==> src/hw/rtl/mfap_pkg.sv <==
`timescale 1ns / 1ps
// ----------------------------------------------------------------------------
// mfap_pkg: shared types and constants for the max-flow block
// Request/result payloads, controller states and controller/datapath links.
// ----------------------------------------------------------------------------
package mfap_pkg;

	localparam int MAX_NODES     = 64;
	localparam int MAX_EDGES_DEF = 256;
	localparam int CAP_BITS      = 32;
	localparam int NODE_W        = 6;
	localparam int CNT_W         = 7;
	localparam int TOP_W         = $clog2(MAX_NODES + 1);
	localparam int IDX_W         = 8;
	localparam int TOTAL_W       = 40;

	localparam logic [1:0] CMD_ADD = 2'd0;
	localparam logic [1:0] CMD_RUN = 2'd1;
	localparam logic [1:0] CMD_CLR = 2'd2;

	localparam logic [1:0] ERR_OK   = 2'd0;
	localparam logic [1:0] ERR_NODE = 2'd1;
	localparam logic [1:0] ERR_FULL = 2'd2;

	localparam logic [CNT_W-1:0] NODE_COUNT_RST = 7'd64;

	typedef struct packed {
		logic [1:0]          command;
		logic [NODE_W-1:0]   from_node;
		logic [NODE_W-1:0]   to_node;
		logic [31:0]         capacity;
	} req_t;

	typedef struct packed {
		logic [IDX_W-1:0]    edge_index;
		logic [TOTAL_W-1:0]  total_flow;
		logic [1:0]          error;
	} rsp_t;

	typedef struct packed {
		logic [NODE_W-1:0]   tail;
		logic [NODE_W-1:0]   head;
		logic [CAP_BITS-1:0] cap;
	} edge_t;

	typedef enum logic [3:0] {
		ST_IDLE, ST_DECODE, ST_INIT, ST_SCAN_RD, ST_SCAN_EV, ST_POP_RD, ST_POP_LD,
		ST_SINK_WR, ST_BN_RD, ST_BN_ED, ST_BN_EV, ST_AUG_RD, ST_AUG_ED, ST_AUG_WR,
		ST_ADD_TOT, ST_RESP
	} state_t;

	typedef struct packed {
		logic load;
		logic decode;
		logic init;
		logic scan_rd;
		logic scan_ev;
		logic scan_step;
		logic push;
		logic pop_rd;
		logic pop_ld;
		logic sink_wr;
		logic bn_rd;
		logic bn_ed;
		logic bn_ev;
		logic aug_rd;
		logic aug_ed;
		logic aug_wr;
		logic add_tot;
	} cmd_t;

	typedef struct packed {
		logic go_search;
		logic scan_end;
		logic cand_ok;
		logic is_sink;
		logic top_zero;
		logic path_last;
	} stat_t;

endpackage

==> src/hw/rtl/mfap_ctrl.sv <==
`timescale 1ns / 1ps
// ----------------------------------------------------------------------------
// mfap_ctrl: sequencer for the max-flow block
// Steps decode, depth-first scan, pop, bottleneck and augment passes.
// ----------------------------------------------------------------------------
module mfap_ctrl (
	input  logic           clk,
	input  logic           arst_n,
	input  logic           start,
	input  mfap_pkg::stat_t stat,
	output mfap_pkg::cmd_t  cmd,
	output logic           busy,
	output logic           done
);
	mfap_pkg::state_t state_q, state_nxt;

	always_ff @(posedge clk or negedge arst_n) begin
		if (!arst_n) begin
			state_q <= mfap_pkg::ST_IDLE;
		end else begin
			state_q <= state_nxt;
		end
	end

	always_comb begin
		state_nxt = state_q;
		case (state_q)
			mfap_pkg::ST_IDLE:    if (start) state_nxt = mfap_pkg::ST_DECODE;
			mfap_pkg::ST_DECODE: begin
				state_nxt = stat.go_search ? mfap_pkg::ST_INIT : mfap_pkg::ST_RESP;
			end
			mfap_pkg::ST_INIT:    state_nxt = mfap_pkg::ST_SCAN_RD;
			mfap_pkg::ST_SCAN_RD: begin
				if (!stat.scan_end) begin
					state_nxt = mfap_pkg::ST_SCAN_EV;
				end else if (stat.top_zero) begin
					state_nxt = mfap_pkg::ST_RESP;
				end else begin
					state_nxt = mfap_pkg::ST_POP_RD;
				end
			end
			mfap_pkg::ST_SCAN_EV: begin
				if (stat.cand_ok && stat.is_sink) begin
					state_nxt = mfap_pkg::ST_SINK_WR;
				end else begin
					state_nxt = mfap_pkg::ST_SCAN_RD;
				end
			end
			mfap_pkg::ST_POP_RD:  state_nxt = mfap_pkg::ST_POP_LD;
			mfap_pkg::ST_POP_LD:  state_nxt = mfap_pkg::ST_SCAN_RD;
			mfap_pkg::ST_SINK_WR: state_nxt = mfap_pkg::ST_BN_RD;
			mfap_pkg::ST_BN_RD:   state_nxt = mfap_pkg::ST_BN_ED;
			mfap_pkg::ST_BN_ED:   state_nxt = mfap_pkg::ST_BN_EV;
			mfap_pkg::ST_BN_EV: begin
				state_nxt = stat.path_last ? mfap_pkg::ST_AUG_RD : mfap_pkg::ST_BN_RD;
			end
			mfap_pkg::ST_AUG_RD:  state_nxt = mfap_pkg::ST_AUG_ED;
			mfap_pkg::ST_AUG_ED:  state_nxt = mfap_pkg::ST_AUG_WR;
			mfap_pkg::ST_AUG_WR: begin
				state_nxt = stat.path_last ? mfap_pkg::ST_ADD_TOT : mfap_pkg::ST_AUG_RD;
			end
			mfap_pkg::ST_ADD_TOT: state_nxt = mfap_pkg::ST_INIT;
			mfap_pkg::ST_RESP:    state_nxt = mfap_pkg::ST_IDLE;
			default:              state_nxt = mfap_pkg::ST_IDLE;
		endcase
	end

	always_comb begin
		cmd  = '0;
		busy = 1'b1;
		done = 1'b0;
		case (state_q)
			mfap_pkg::ST_IDLE: begin
				busy     = 1'b0;
				cmd.load = start;
			end
			mfap_pkg::ST_DECODE:  cmd.decode  = 1'b1;
			mfap_pkg::ST_INIT:    cmd.init    = 1'b1;
			mfap_pkg::ST_SCAN_RD: cmd.scan_rd = 1'b1;
			mfap_pkg::ST_SCAN_EV: begin
				cmd.scan_ev   = 1'b1;
				cmd.push      = stat.cand_ok;
				cmd.scan_step = !stat.cand_ok;
			end
			mfap_pkg::ST_POP_RD:  cmd.pop_rd  = 1'b1;
			mfap_pkg::ST_POP_LD:  cmd.pop_ld  = 1'b1;
			mfap_pkg::ST_SINK_WR: cmd.sink_wr = 1'b1;
			mfap_pkg::ST_BN_RD:   cmd.bn_rd   = 1'b1;
			mfap_pkg::ST_BN_ED:   cmd.bn_ed   = 1'b1;
			mfap_pkg::ST_BN_EV:   cmd.bn_ev   = 1'b1;
			mfap_pkg::ST_AUG_RD:  cmd.aug_rd  = 1'b1;
			mfap_pkg::ST_AUG_ED:  cmd.aug_ed  = 1'b1;
			mfap_pkg::ST_AUG_WR:  cmd.aug_wr  = 1'b1;
			mfap_pkg::ST_ADD_TOT: cmd.add_tot = 1'b1;
			mfap_pkg::ST_RESP:    done        = 1'b1;
			default:              busy        = 1'b1;
		endcase
	end
endmodule

==> config.mk <==
export PLATFORM = sky130hd
export DESIGN_NAME = mfap_ctrl
export DESIGN_NICKNAME = d
export VERILOG_FILES = /design/src/hw/rtl/mfap_pkg.sv /design/src/hw/rtl/mfap_ctrl.sv
export SDC_FILE = /design/constraint.sdc
export NUM_CORES = 1
export LEC_CHECK = 0
export BUFFER_PORTS_ARGS = -buffer_cell sky130_fd_sc_hd__clkbuf_2
export CORE_AREA = 8 8 45 47
export DETAILED_ROUTE_END_ITERATION = 8
export DIE_AREA = 0 0 53 55
export SLEW_MARGIN = 10
export SYNTH_ARGS = -nofsm -noshare
export SYNTH_HDL_FRONTEND = slang
export SYNTH_SLANG_ARGS = --single-unit
==> constraint.sdc <==
create_clock -name clk -period 1.5 [get_ports clk]
set_input_delay 0.3 -clock clk [delete_from_list [all_inputs] [get_ports clk]]
set_output_delay 0.3 -clock clk [all_outputs]
set_load 0.02 [all_outputs]
==> results.txt <==
# placed instances - 102
clock share of power - 5.5%
fraction of layout cells with a size suffix above 1 - 77.5%
Final min period - 1620 ps
port bufs - 27
CTS clock-pin slew for the worst setup and hold paths - 40 ps
Worst setup SP type - flip-flop
leakage power - 0.480 nW
pwr dens - 2380 nW/µm²
die extent in x - 53 µm
syn nets - 68
vias in the first global route - 629
DRC - 0
Core Area - 1380 µm²
Logic pwr share - 82.1%
Slew @ Worst Pin - 257 ps
Syn Area/Cell - 7.06 µm²
outcome - finished with violations
sw frac - 47.9%
WL per Instance - 18.3 µm
CP max-delay cell - dfrtp_2
Crit Path Category - reg -> out
Distinct cells, synth - 24
GR Overflow Total - 0
IO Count - 28
Post-synth top cells - nor2_1, nand2_1, nand2b_1
initial antenna violation count - 0
leading area contributor after synthesis - dfrtp_1
Top FF cell, synth - dfrtp_1
Synth async-reset ratio - 100%
Period Utilization, post-route - 108%
ANT nets after route - 0
Worst Setup End Kind - output pin
CTS root buf - clkbuf_4
Skew-Pair Late Insertion Delay - 230 ps
Final Hold Fails - 0
max incr delay on CP - 440 ps
final cell count without fillers - 127
Top Registers - state_q x4
TritonCTS clock tree - yes
Final Max Tran Viols - 0
crit-path max FO - 6
setup TNS - -726 ps
DR pass1 iterations - 4
via count - 671
CTS Sinks - 4
# H-tree levels - 1
flops & latches, synth - 4
CTS Buf Count - 3
initial core utilization - 30.1%
vias per inst - 5.28
Ys Warns - 0
Rel. slew slack - 82.7%
WL final - 2320 µm
max reg flops - 4
register share of total power - 12.4%
critical path arrival - 1320 ps
EDFF count, synth - 0
Max Cap Violations - 0
worst-case clock buffer depth - 2
Sw Pwr - 0.00117 W
Clock Skews - 1.35 ps
hpwl dp - 1180 µm
Biggest register - state_q
Placer Congestion - 0.838
DIE HEIGHT - 55 µm
RSZ-0062 raised after global routing - true
Max Fclk - 0.618 GHz
overall global routing resource usage - 12.6%
Rows - 14
failing checks - negative setup slack
Hold WC Path Type - in -> reg
initial drt markers - 12
Max VDD drop - 0.00112 V
Synth Instances - 59
internal cell power - 0.00127 W
ANT cells - 0
final number of setup-violating endpoints - 13
Setup WS post-layout - -117 ps
Cell Area, Synth - 417 µm²
first-pass GRT wire length - 2760 µm
Die ar. - 2920 µm²
Req. time, crit path - 1200 ps
worst path cell trace - buf_4 -> nor4_2 -> buf_4
crit-path most repeated cell - buf_4
Area contributors post-synth - dfrtp_1, nor2_1, nand2b_1
count leader, synth - nor2_1
Layout Nets - 122
synth-to-layout area growth - 145%
Synth top area share - 24.0%
sequential element share of the synthesized area - 24.0%
maximum number of pins on one net before global-route repair - 10
layer usage:
metal	track usage (%)	share of wire, %	vias to the layer above	wire length (µm)
met1	12.7	42	320	966
met3	2.41	5.2	6	120
met4	7.76	2.2	0	50
met5	0	0	-	0
met2	23.6	51	35	1180
li1	-	-	310	-
timing repair:
| action | in CTS | in global routing |
|---|---|---|
| hold buffers | 1 | 0 |
| setup buffers | 11 | 10 |
| endpoints found under the setup margin | 19 | 19 |
| endpoints found under the hold margin | 4 | 0 |
| resized for setup | 30 | 64 |
| pin swaps | 2 | 5 |
per-stage QoR:
stage	cell area, µm²	util, %	hold WS, ps	setup slack, ps	total power, W
finish	1020	73.8	338	-117	0.00243
global route	1020	73.8	336	-129	0.00254
CTS	797	57.6	327	-67.3	0.00181
detailed placement	584	42.2	110	17.6	0.00124
global placement	584	42.2	106	3.26	0.00123
floorplan	433	-	4.41	7.37	0.000983
layout by cell type (no fill, tap or decap), types with 2 or more instances in the layout:
cell type / synthesis / routed
nand2_1: 6 / 3
nand2b_1: 6 / 2
nand2b_4: 0 / 4
dfrtp_2: 0 / 4
and3_4: 0 / 2
nor2_1: 11 / 3
buf_4: 1 / 27
nand2_2: 0 / 2
nor2_2: 1 / 6
buf_6: 2 / 15
a21oi_1: 4 / 4
o21ai_0: 2 / 2
nor2_4: 0 / 3
nor3_4: 0 / 3
nor3_2: 1 / 3
clkbuf_4: 0 / 3
clkbuf_2: 0 / 8
cells by family after synthesis:
group | after synthesis | synth area share (%)
AOI/OAI and AO/OA | 12 | 20.7
buffers and inverters | 5 | 9.01
DFF | 4 | 24.0
and+or+nand+nor | 38 | 46.2
power groups by stage:
| stage | clock network, W | registers (W) | logic, W |
|---|---|---|---|
| 2_1_floorplan | 0 | 0.000224 | 0.000759 |
| 3_3_place_gp | 0 | 0.000304 | 0.000925 |
| 3_5_place_dp | 0 | 0.000311 | 0.000928 |
| 4_1_cts | 0.000137 | 0.000300 | 0.00138 |
| 5_1_grt | 0.000140 | 0.000308 | 0.00210 |
| 6_report | 0.000133 | 0.000302 | 0.00200 |
worst paths after layout:
check,start,endpoint,slack [ps],cells past startpoint
worst min register to register,state_q[1],state_q[2],720,3
min in group asynchronous,arst_n,state_q[0],410,2
max in group asynchronous,arst_n,state_q[2],950,2
worst max-delay path,state_q[0],cmd[11],-120,3
worst max register to register,state_q[2],state_q[1],80,6
worst min-delay path,start,state_q[0],340,2
layout make-up:
| class | instances | area, µm² |
|---|---|---|
| Clock buffer | 3 | 22.5 |
| Fill cell | 91 | 363 |
| Inverter | 1 | 3.75 |
| Multi-Input combinational cell | 50 | 419 |
| Sequential cell | 4 | 105 |
| Tap cell | 16 | 20.0 |
| Timing Repair Buffer | 53 | 450 |
worst max-delay path, delay by kind of cell, from the launching register on:
kind / cells / cell delay [ps]
buffers and inverters: 2 / 360
AND/OR/NAND/NOR: 1 / 290
flip-flops: 1 / 440
(Power assumes the default switching activity.)
